`src/hw/rtl/hrsd_pkg.sv`:
```
// shared types and constants of the hid report stream deframer
package hrsd_pkg;

	// result queue sizing
	localparam int FIFO_DEPTH_DEF = 8;
	localparam int MAX_RESULTS    = 3;
	localparam int BATCH_CNT_W    = 2;

	// report ids
	localparam logic [7:0] ID_PANEL = 8'd3;
	localparam logic [7:0] ID_CMD   = 8'd6;

	// bit positions in the flags byte
	localparam int FLAG_END_BIT   = 0;
	localparam int FLAG_FIN_BIT   = 1;
	localparam int FLAG_START_BIT = 2;
	localparam int FLAG_INFO_BIT  = 7;

	// device-info record layout
	localparam logic [7:0] ASCII_ONE  = 8'h31;
	localparam logic [7:0] INFO_LEN   = 8'd23;
	localparam logic [7:0] PLAYER_POS = 8'd2;
	localparam logic [7:0] FW_LO_POS  = 8'd20;
	localparam logic [7:0] FW_HI_POS  = 8'd21;
	localparam logic [7:0] POS_MAX    = 8'hFF;

	// kinds of output events
	typedef enum logic [2:0] {
		EV_PANEL     = 3'd0,
		EV_CMD_BYTE  = 3'd1,
		EV_DISCARD   = 3'd2,
		EV_FINISHED  = 3'd3,
		EV_MSG_DONE  = 3'd4,
		EV_INFO_BYTE = 3'd5,
		EV_INFO_DONE = 3'd6
	} ev_kind_t;

	// one output request
	typedef struct packed {
		ev_kind_t    kind;
		logic [15:0] data;
		logic        player_two;
		logic        last;
	} result_t;

	// all results produced by one input byte
	typedef struct packed {
		logic [BATCH_CNT_W-1:0]       count;
		result_t [MAX_RESULTS-1:0]    res;
	} batch_t;

endpackage

```
`src/hw/rtl/hrsd_parser.sv`:
```
// report parser: framing state and per-byte result generation
module hrsd_parser (
	input  logic             clk,
	input  logic             arst_n,
	input  logic             en,
	input  logic [7:0]       rx_byte_s1,
	input  logic             active,
	output hrsd_pkg::batch_t batch
);
	import hrsd_pkg::*;

	typedef enum logic [7:0] {
		PH_ID    = 8'b0000_0001,
		PH_LOW   = 8'b0000_0010,
		PH_HIGH  = 8'b0000_0100,
		PH_FLAGS = 8'b0000_1000,
		PH_SIZE  = 8'b0001_0000,
		PH_CMD   = 8'b0010_0000,
		PH_INFO  = 8'b0100_0000,
		PH_SKIP  = 8'b1000_0000
	} phase_t;

	phase_t      phase_q, phase_d;
	logic [7:0]  held_q, held_d;
	logic [7:0]  flags_q, flags_d;
	logic [7:0]  rem_q, rem_d;
	logic [7:0]  pos_q, pos_d;
	logic        pn_q, pn_d;
	logic [15:0] fw_q, fw_d;
	logic        p2_q, p2_d;

	logic [7:0]  rem_dec;
	logic        first_en, done_en, eoc, fin_en, msg_en;
	ev_kind_t    first_kind;
	logic [15:0] first_data;
	logic [BATCH_CNT_W-1:0] n;
	result_t [MAX_RESULTS-1:0] res;

	// next state and event selection for the byte in the input register
	always_comb begin
		phase_d    = phase_q;
		held_d     = held_q;
		flags_d    = flags_q;
		rem_d      = rem_q;
		pos_d      = pos_q;
		pn_d       = pn_q;
		fw_d       = fw_q;
		p2_d       = p2_q;
		first_en   = 1'b0;
		first_kind = EV_PANEL;
		first_data = '0;
		done_en    = 1'b0;
		eoc        = 1'b0;
		fin_en     = 1'b0;
		msg_en     = 1'b0;
		rem_dec    = (rem_q == 8'd0) ? 8'd0 : rem_q - 8'd1;
		unique case (phase_q)
			PH_ID: begin
				if (rx_byte_s1 == ID_PANEL) begin
					phase_d = PH_LOW;
				end else if (rx_byte_s1 == ID_CMD) begin
					phase_d = PH_FLAGS;
				end
			end
			PH_LOW: begin
				held_d  = rx_byte_s1;
				phase_d = PH_HIGH;
			end
			PH_HIGH: begin
				first_en   = 1'b1;
				first_kind = EV_PANEL;
				first_data = {rx_byte_s1, held_q};
				phase_d    = PH_ID;
			end
			PH_FLAGS: begin
				flags_d = rx_byte_s1;
				phase_d = PH_SIZE;
			end
			PH_SIZE: begin
				rem_d = rx_byte_s1;
				pos_d = 8'd0;
				if (flags_q[FLAG_INFO_BIT]) begin
					fw_d = '0;
					p2_d = 1'b0;
					if (rx_byte_s1 == 8'd0) begin
						done_en = 1'b1;
						phase_d = PH_ID;
					end else begin
						phase_d = PH_INFO;
					end
				end else if (active) begin
					if (flags_q[FLAG_START_BIT] && pn_q) begin
						first_en   = 1'b1;
						first_kind = EV_DISCARD;
						pn_d       = 1'b0;
					end
					if (rx_byte_s1 == 8'd0) begin
						eoc     = 1'b1;
						phase_d = PH_ID;
					end else begin
						phase_d = PH_CMD;
					end
				end else begin
					phase_d = (rx_byte_s1 == 8'd0) ? PH_ID : PH_SKIP;
				end
			end
			PH_CMD: begin
				first_en   = 1'b1;
				first_kind = EV_CMD_BYTE;
				first_data = {8'd0, rx_byte_s1};
				pn_d       = 1'b1;
				rem_d      = rem_dec;
				if (rem_dec == 8'd0) begin
					eoc     = 1'b1;
					phase_d = PH_ID;
				end
			end
			PH_INFO: begin
				if (pos_q < INFO_LEN) begin
					first_en   = 1'b1;
					first_kind = EV_INFO_BYTE;
					first_data = {8'd0, rx_byte_s1};
					if (pos_q == PLAYER_POS) begin
						p2_d = (rx_byte_s1 == ASCII_ONE);
					end else if (pos_q == FW_LO_POS) begin
						fw_d[7:0] = rx_byte_s1;
					end else if (pos_q == FW_HI_POS) begin
						fw_d[15:8] = rx_byte_s1;
					end
				end
				if (pos_q != POS_MAX) begin
					pos_d = pos_q + 8'd1;
				end
				rem_d = rem_dec;
				if (rem_dec == 8'd0) begin
					done_en = 1'b1;
					phase_d = PH_ID;
				end
			end
			PH_SKIP: begin
				rem_d = rem_dec;
				if (rem_dec == 8'd0) begin
					phase_d = PH_ID;
				end
			end
			default: begin
				phase_d = PH_ID;
			end
		endcase
		// end-of-command framing events
		if (eoc) begin
			fin_en = flags_q[FLAG_FIN_BIT];
			if (flags_q[FLAG_END_BIT]) begin
				msg_en = pn_d;
				pn_d   = 1'b0;
			end
		end
	end

	// pack the enabled events in order and mark the final one
	always_comb begin
		n   = '0;
		res = '0;
		if (first_en) begin
			res[n].kind = first_kind;
			res[n].data = first_data;
			n = n + 1'b1;
		end
		if (done_en) begin
			res[n].kind       = EV_INFO_DONE;
			res[n].data       = fw_d;
			res[n].player_two = p2_d;
			n = n + 1'b1;
		end
		if (fin_en) begin
			res[n].kind = EV_FINISHED;
			n = n + 1'b1;
		end
		if (msg_en) begin
			res[n].kind = EV_MSG_DONE;
			n = n + 1'b1;
		end
		if (n != '0) begin
			res[n - 1'b1].last = 1'b1;
		end
	end

	assign batch.count = en ? n : '0;
	assign batch.res   = res;

	// parser state
	always_ff @(posedge clk or negedge arst_n) begin
		if (!arst_n) begin
			phase_q <= PH_ID;
			held_q  <= '0;
			flags_q <= '0;
			rem_q   <= '0;
			pos_q   <= '0;
			pn_q    <= 1'b0;
			fw_q    <= '0;
			p2_q    <= 1'b0;
		end else if (en) begin
			phase_q <= phase_d;
			held_q  <= held_d;
			flags_q <= flags_d;
			rem_q   <= rem_d;
			pos_q   <= pos_d;
			pn_q    <= pn_d;
			fw_q    <= fw_d;
			p2_q    <= p2_d;
		end
	end

endmodule

```
`src/hw/rtl/hrsd_result_fifo.sv`:
```
// result queue: takes up to three results per cycle, hands out one while out_stall is low
module hrsd_result_fifo #(
	parameter int DEPTH = hrsd_pkg::FIFO_DEPTH_DEF
) (
	input  logic              clk,
	input  logic              arst_n,
	input  hrsd_pkg::batch_t  push,
	output logic              room,
	output logic              out_valid,
	input  logic              out_stall,
	output hrsd_pkg::result_t head
);
	import hrsd_pkg::*;

	localparam int PTR_W   = $clog2(DEPTH);
	localparam int COUNT_W = $clog2(DEPTH + 1);

	result_t              mem_q [DEPTH];
	logic [PTR_W-1:0]     wr_ptr_q, rd_ptr_q;
	logic [COUNT_W-1:0]   count_q;
	logic                 pop;

	assign out_valid = (count_q != '0);
	assign pop       = out_valid & ~out_stall;
	assign head      = mem_q[rd_ptr_q];
	// enough free entries for the largest batch
	assign room      = (count_q <= COUNT_W'(DEPTH - MAX_RESULTS));

	// entry storage
	always_ff @(posedge clk) begin
		for (int i = 0; i < MAX_RESULTS; i++) begin
			if (BATCH_CNT_W'(i) < push.count) begin
				mem_q[wr_ptr_q + PTR_W'(i)] <= push.res[i];
			end
		end
	end

	// pointers and fill level
	always_ff @(posedge clk or negedge arst_n) begin
		if (!arst_n) begin
			wr_ptr_q <= '0;
			rd_ptr_q <= '0;
			count_q  <= '0;
		end else begin
			wr_ptr_q <= wr_ptr_q + PTR_W'(push.count);
			rd_ptr_q <= rd_ptr_q + PTR_W'(pop);
			count_q  <= count_q + COUNT_W'(push.count) - COUNT_W'(pop);
		end
	end

	a_count_bound: assert property (@(posedge clk) disable iff (!arst_n)
		count_q <= COUNT_W'(DEPTH))
		else $error("result queue fill level above depth");

	a_push_has_room: assert property (@(posedge clk) disable iff (!arst_n)
		(push.count != '0) |-> room)
		else $error("results pushed without room for a full batch");

	a_count_track: assert property (@(posedge clk) disable iff (!arst_n)
		1'b1 |=> count_q == $past(count_q) + COUNT_W'($past(push.count))
			- COUNT_W'($past(pop)))
		else $error("result queue fill level lost track of pushes and pops");

	a_ptr_gap: assert property (@(posedge clk) disable iff (!arst_n)
		PTR_W'(count_q) == PTR_W'(wr_ptr_q - rd_ptr_q))
		else $error("result queue pointers disagree with fill level");

endmodule

```
`src/hw/rtl/hid_report_stream_deframer.sv`:
```
// top level: input register, report parser and result queue
// path: an accepted byte waits in the input register until the queue has room, is
//   parsed there, and its results enter the result queue, whose head drives out_valid
// throughput: one byte per cycle; input stalls while the queue lacks room for a full
//   batch; a byte yields up to three results, drained one per cycle while out_stall is low
// reset: arst_n clears the parser to waiting for a report id, empties the queue, active_q = 0
module hid_report_stream_deframer #(
	parameter int FIFO_DEPTH = hrsd_pkg::FIFO_DEPTH_DEF
) (
	input  logic        clk,
	input  logic        arst_n,
	input  logic        in_valid,
	output logic        in_stall,
	input  logic [7:0]  rx_byte,
	output logic        out_valid,
	input  logic        out_stall,
	output logic [2:0]  event_kind,
	output logic [15:0] data,
	output logic        player_two,
	output logic        last,
	input  logic        cfg_valid,
	output logic        cfg_ready,
	input  logic        active
);
	import hrsd_pkg::*;

	logic       valid_s1, valid_s1_d;
	logic [7:0] rx_byte_s1;
	logic       active_q;
	logic       room;
	logic       advance;
	logic       in_accept;
	batch_t     batch;
	result_t    head;

	assign advance   = valid_s1 & room;
	assign in_stall  = valid_s1 & ~room;
	assign in_accept = in_valid & ~in_stall;
	assign cfg_ready = 1'b1;

	// input register
	always_comb begin
		valid_s1_d = valid_s1;
		if (in_accept) begin
			valid_s1_d = 1'b1;
		end else if (advance) begin
			valid_s1_d = 1'b0;
		end
	end

	always_ff @(posedge clk or negedge arst_n) begin
		if (!arst_n) begin
			valid_s1 <= 1'b0;
		end else begin
			valid_s1 <= valid_s1_d;
		end
	end

	always_ff @(posedge clk) begin
		if (in_accept) begin
			rx_byte_s1 <= rx_byte;
		end
	end

	// configuration register
	always_ff @(posedge clk or negedge arst_n) begin
		if (!arst_n) begin
			active_q <= 1'b0;
		end else if (cfg_valid && cfg_ready) begin
			active_q <= active;
		end
	end

	hrsd_parser u_parser (
		.clk        (clk),
		.arst_n     (arst_n),
		.en         (advance),
		.rx_byte_s1 (rx_byte_s1),
		.active     (active_q),
		.batch      (batch)
	);

	hrsd_result_fifo #(
		.DEPTH (FIFO_DEPTH)
	) u_fifo (
		.clk       (clk),
		.arst_n    (arst_n),
		.push      (batch),
		.room      (room),
		.out_valid (out_valid),
		.out_stall (out_stall),
		.head      (head)
	);

	// output fields
	assign event_kind = head.kind;
	assign data       = head.data;
	assign player_two = head.player_two;
	assign last       = head.last;

endmodule
```
`config.mk`:
```
export PLATFORM = sky130hd
export DESIGN_NAME = hid_report_stream_deframer
export DESIGN_NICKNAME = d
export VERILOG_FILES = /design/src/hw/rtl/hrsd_pkg.sv /design/src/hw/rtl/hrsd_parser.sv /design/src/hw/rtl/hrsd_result_fifo.sv /design/src/hw/rtl/hid_report_stream_deframer.sv
export SDC_FILE = /design/constraint.sdc
export NUM_CORES = 1
export LEC_CHECK = 0
export ABC_CLOCK_PERIOD_IN_PS = 6600
export BUFFER_PORTS_ARGS = -buffer_cell sky130_fd_sc_hd__buf_2
export CAP_MARGIN = 40
export CORE_ASPECT_RATIO = 1.75
export CORE_UTILIZATION = 50
export CTS_CLUSTER_SIZE = 25
export DETAILED_ROUTE_END_ITERATION = 10
export MAX_ROUTING_LAYER = met4
export PLACE_DENSITY = 0.67
export SYNTH_ARGS = -nofsm -noshare
export SYNTH_HDL_FRONTEND = slang
export SYNTH_SLANG_ARGS = --single-unit
```
`constraint.sdc`:
```
create_clock -name clk -period 6.6 [get_ports clk]
set_clock_uncertainty 0.1 [all_clocks]
set_input_delay 0.66 -clock clk [delete_from_list [all_inputs] [get_ports clk]]
set_output_delay 0.66 -clock clk [all_outputs]
set_load 0.01 [all_outputs]
```
# [Word level (Yosys, flattened, before mapping)]
# Memories as Yosys holds them, arrays and structs flattened.
# Index checks and enable logic that the tools add are counted.
[classes] n_lt_le_gt_ge=13 muxes=88 reduce_logical=20 n_bitwise=7 eq_ne=18 add_sub_neg=12
[ops] operator="bitwise mux 63 bit" n=6
[ops] operator="demux 21 bit (select 2 bit)" n=6
[ops] operator="2-to-1 mux 63 bit" n=4
[ops] operator="2-to-1 mux 8 bit" n=12
[ops] operator="2-to-1 mux 21 bit" n=3
[ops] operator="2-to-1 mux 16 bit" n=3
[ops] operator="one-hot mux 16 bit (3 select lines)" n=1
[ops] operator="one-hot mux 8 bit (5 select lines)" n=1
[ops] operator="one-hot mux 16 bit (2 select lines)" n=1
[ops] operator="one-hot mux 8 bit (2 select lines)" n=2
[ops] operator="2-to-1 mux 1 bit" n=30
[ops] operator="equality test 8 x 2 -> 1 bit, second input constant" n=3
[ops] operator="equality test 8 x 5 -> 1 bit, second input constant" n=3
[ops] operator="logical NOT 8 bit" n=3
[ops] operator="2-to-1 mux 19 bit" n=1
[ops] operator="2-to-1 mux 18 bit" n=1
[ops] operator="equality test 8 x 3 -> 1 bit, second input constant" n=2
[ops] operator="equality test 8 x 6 -> 1 bit, second input constant" n=2
[ops] operator="2-to-1 mux 2 bit" n=6
[ops] operator="less-than comparator 2 x 3 -> 1 bit, second input constant" n=3
[ops] operator="2-to-1 mux 3 bit" n=3
[ops] operator="one-hot mux 3 bit (3 select lines)" n=1
[ops] operator="adder 8 x 1 -> 8 bit, second input constant" n=1
[ops] operator="equality test 8 x 1 -> 1 bit, second input constant" n=1
[ops] operator="other kinds (36)" n=59
[totals] mem_bits_rw=168 word_cells=173 regBits=78 inputBits=14 mem_count=1
[mem_list] memory="u_fifo.mem_q" words=8 word_bits=21 read_ports=1 rd_ports_with_merged_regs=0 write_ports=3 line_no="hrsd_result_fifo.sv:18" rtl="result_t mem_q [DEPTH];"

# [Logic depth before layout (Yosys ltp)]
[depth] word_depth=20 mapped_depth=22 mapped_depth_nobuf=21

# [Modules after synthesis]
# Synthesis repeated with hierarchy kept, for this count alone.
[unflattened] hier_cells=1736 hier_area_um2=16256.8
[modules_own_cells] module="hrsd_result_fifo" cells_each=1238 area_each_um2=11897.7 instances=1
[modules_own_cells] module="hrsd_parser" cells_each=480 area_each_um2=4006.3 instances=1
[modules_own_cells] module="hid_report_stream_deframer" cells_each=18 area_each_um2=352.8 instances=1

# [Worst setup path before layout]
# OpenSTA, ideal clock, no wires.
[synth_timing] path_type="register to register" from="reg u_parser.rem_q[0]" to="mem u_fifo.mem_q[2][0] (netlist name) (enable)" slack_ns=0.562 stages_incl_launch_ff=18 arrival_time_ns=5.510 synth_period_minus_slack_ns=6.038 path_cell_list="dfrtp_1 inv_1 ha_1 nand2_1 maj3_1 or2_2 o21ai_1 ha_1 clkbuf_1 xnor2_1 inv_1 ha_1 or3_1 o21a_4 buf_8 o21ai_0 a21oi_1 o21ai_0"
[synth_rtl] item="start, declared" line_no="hrsd_parser.sv:26" rtl="logic [7:0] rem_q, rem_d;"
[synth_rtl] item="start signal, assigned" line_no="hrsd_parser.sv:206" rtl="rem_q <= rem_d;"
[synth_rtl] item="end, declared" line_no="hrsd_result_fifo.sv:18"

==> impl_metrics.yaml <==
run_status:
  run_status: "completed"
detailed_routing:
  wl_per_cell_um: 23.1
  viasPerCell: 6.30
  drc: 0
  drtAntennaViolNets: 0
  dr_total_vias: 11198
  drt_iter0_markers: 991
  drtPass1Iterations: 5
  routed_wl_mm: 41.1
worst_setup_path:
  worst_ep_required_time_ps: 6740
  r2r-start: "u_parser.rem_q[0]$_DFFE_PN0P_"
  start_kind: "flop"
  arrival_ps: 5820
  crit_path_end: "u_fifo.mem_q[2][13]$_SDFFCE_PP0P_"
  path_max_fanout: 16
  worstSetupPathType: "flop to flop"
  reg2reg_slack_ps: 920
  critPathCaptureType: "flop"
  startpoint: "u_parser.rem_q[0]$_DFFE_PN0P_"
  rr_endpoint: "u_fifo.mem_q[2][13]$_SDFFCE_PP0P_"
  r2r_cells: 16
sta:
  layout_min_cycle_time_ps: 5680
  rsz0062_at_grt: "no"
  finalSetupTns_ps: 0
  worst_slew_pin_slew_ps: 1020
  finalHoldViolCount: 0
  finalCritPeriodShare_pct: 86.1
  maxSlewHeadroom_pct: 31.9
  slew_violations: 0
  setup_viol: 0
  max_freq_mhz: 176
cts:
  path_clk_slew_ps: 70
  clock_latency_ps: 530
  cts.path.max_buffers: 3
  h-tree-depth: 1
  cts_tree: "yes"
  root_buffer: "clkbuf_16"
  ctsResizeCount: 0
  cts_buffers: 23
  cts_sinks: 242
placed_design:
  gp_congestion: 0.976
  dp.cells: 1737
  hpwl_mm: 28.3
  io_buffers: 36
  dpl-instance-area_um2: 14900
global_route:
  grt_overflow: 0
  track_usage_pct: 30.4
  antenna_found_initial: 0
  grt_pass1_wl_mm: 63.9
  grt_pass1_vias: 11206
  grt_max_degree: 66
pwr:
  p_leak_nw: 5.10
  power.density_nw_per_um2: 264
  vdd_ir_drop_max_v: 0.000220
  power_mw: 4.13
cells_and_area:
  nNetsFinal: 1429
  fill_cells: 2457
  layout_commonest_cell: "nand2_1"
  final_util_pct: 56.0
  antenna_cells: 0
  final_area_um2: 15700
  final_cell_mix: "nand2_1 (328), edfxtp_1 (176), a21oi_1 (122)"
  final_layout_size_suffix_gt1_share_pct: 20.3
  stdcell_count: 1778
  area_growth_pct: 10.4
synth:
  netlist-cell-type-count: 80
  synth-edff-count: 176
  synthesis.area_um2: 14200
  yosysSeqAreaShare_pct: 48.9
  syn_nets: 1411
  ys.warnings.count: 0
  netlist_instances: 1372
  async_flop_share_pct: 27.3
  syn_area_per_cell_um2: 10.3
  synth_seq_cells: 242
  ys_dominant_reg_cell: "edfxtp_1"
floorplan:
  die_w_um: 129
  start_util_pct: 50.8
  io_pins: 38
  die_area_um2: 29100
  num_rows: 81
  core_um2: 28000
  die_h_um: 225
run:
  cap_viol_max_count: 0
worst_hold_path:
  hold_depth: 1
  min_path_type: "input pin to flop"
==> cell usage after synthesis, types with 11 or more instances <==
master / count / area, um^2
dfrtp_1: 65 / 1630
buf_2: 18 / 90.1
clkbuf_1: 52 / 195
a22o_1: 12 / 105
mux4_2: 42 / 946
a21oi_2: 47 / 412
nand2b_1: 14 / 87.6
a22oi_1: 19 / 143
o211ai_1: 12 / 90.1
nor2_1: 69 / 259
nand2_1: 328 / 1230
a21oi_1: 122 / 611
edfxtp_1: 176 / 5290
nor3_1: 20 / 100
buf_1: 11 / 41.3
ha_1: 23 / 288
o21ai_1: 24 / 120
mux2_2: 30 / 338
inv_1: 35 / 131
mux2i_1: 18 / 180
nand3_1: 14 / 70.1
a221oi_1: 13 / 114
o21ai_0: 56 / 280
==> power by group <==
group          internal, mW  switching (mW)
Sequential             1.68          0.0828
Combinational         0.375           0.560
Clock                 0.838           0.592
Total                  2.90            1.23
==> final cells by class <==
class / instances / area (um^2) / share of cell area [%]
Sequential cell: 242 / 6940 / 44.3
Timing Repair Buffer: 88 / 647 / 4.13
Tap cell: 373 / 467 / 2.98
Clock inverter: 14 / 203 / 1.29
Clock buffer: 26 / 587 / 3.75
Inverter: 38 / 143 / 0.910
Multi-Input combinational cell: 997 / 6680 / 42.6
==> cells by family (layout without fill, tap and decap cells) <==
| logic type | count (synthesis) | after routing | share of synthesized area [%] |
|---|---|---|---|
| AO/OA/AOI/OAI | 352 | 352 | 16.1 |
| AND/OR/NAND/NOR | 517 | 517 | 17.3 |
| other | 1 | 1 | 0.0264 |
| flip-flops | 242 | 242 | 48.9 |
| adder cells (fa/ha/maj) | 26 | 26 | 2.38 |
| buffers and inverters | 133 | 166 | 4.23 |
| XOR/XNOR | 10 | 10 | 0.670 |
| multiplexers | 91 | 91 | 10.4 |
==> sequential cells by signal, indices dropped and copies added, names as in the netlist <==
| register | cells |
|---|---|
| rx_byte_s1 | 8 |
| u_parser.held_q | 8 |
| u_parser.fw_q | 16 |
| u_parser.pn_q | 1 |
| u_fifo.rd_ptr_q | 3 |
| u_fifo.wr_ptr_q | 3 |
| u_parser.flags_q | 4 |
| u_fifo.mem_q | 168 |
| u_parser.p2_q | 1 |
| u_parser.rem_q | 8 |
| u_fifo.count_q | 4 |
| u_parser.pos_q | 8 |
| active_q | 1 |
| u_parser.phase_q | 8 |
| valid_s1 | 1 |
==> per-layer routing <==
metal,part of all wire [%],GRT usage [%]
met5,0,-
met4,6.3,19.1
met3,6.4,3.06
met2,53,53.3
met1,34,32.3
==> metrics by stage <==
step | setup WS, ps | hold WS, ps
after floorplan | 562 | 264
after global placement | 1130 | 365
after detailed placement | 968 | 371
after CTS | 952 | 189
after global routing | 652 | 196
final | 916 | 204
==> worst max-delay path, stage by stage, from the launching register on <==
cell and delay (ps):
dfrtp_1 390, inv_1 80, ha_1 300, nand2_1 60
maj3_1 480, or2_2 360, o21ai_1 330, ha_1 410
xnor2_1 350, inv_1 140, ha_1 340, or3_1 420
o21a_4 260, o21ai_0 210, a21oi_1 220, o21ai_2 680
buf_12 240
==> worst min-delay path by stage <==
stage,startpoint,endpoint
floorplan,arst_n,active_q$_DFFE_PN0P_
global placement,u_parser.fw_q[0]$_DFFE_PN0P_,u_parser.fw_q[0]$_DFFE_PN0P_
detailed placement,u_parser.fw_q[0]$_DFFE_PN0P_,u_parser.fw_q[0]$_DFFE_PN0P_
CTS,rx_byte[3],rx_byte_s1[3]$_DFFE_PP_
global route,rx_byte[3],rx_byte_s1[3]$_DFFE_PP_
finish,rx_byte[3],rx_byte_s1[3]$_DFFE_PP_
==> timing repair <==
item                                   CTS  global route
setup endpoints to repair                0             0
endpoints found under the hold margin    1             0
hold buffers                             1             0
setup buffers                            0             0
No activity file was read; power rests on OpenSTA's default activity.
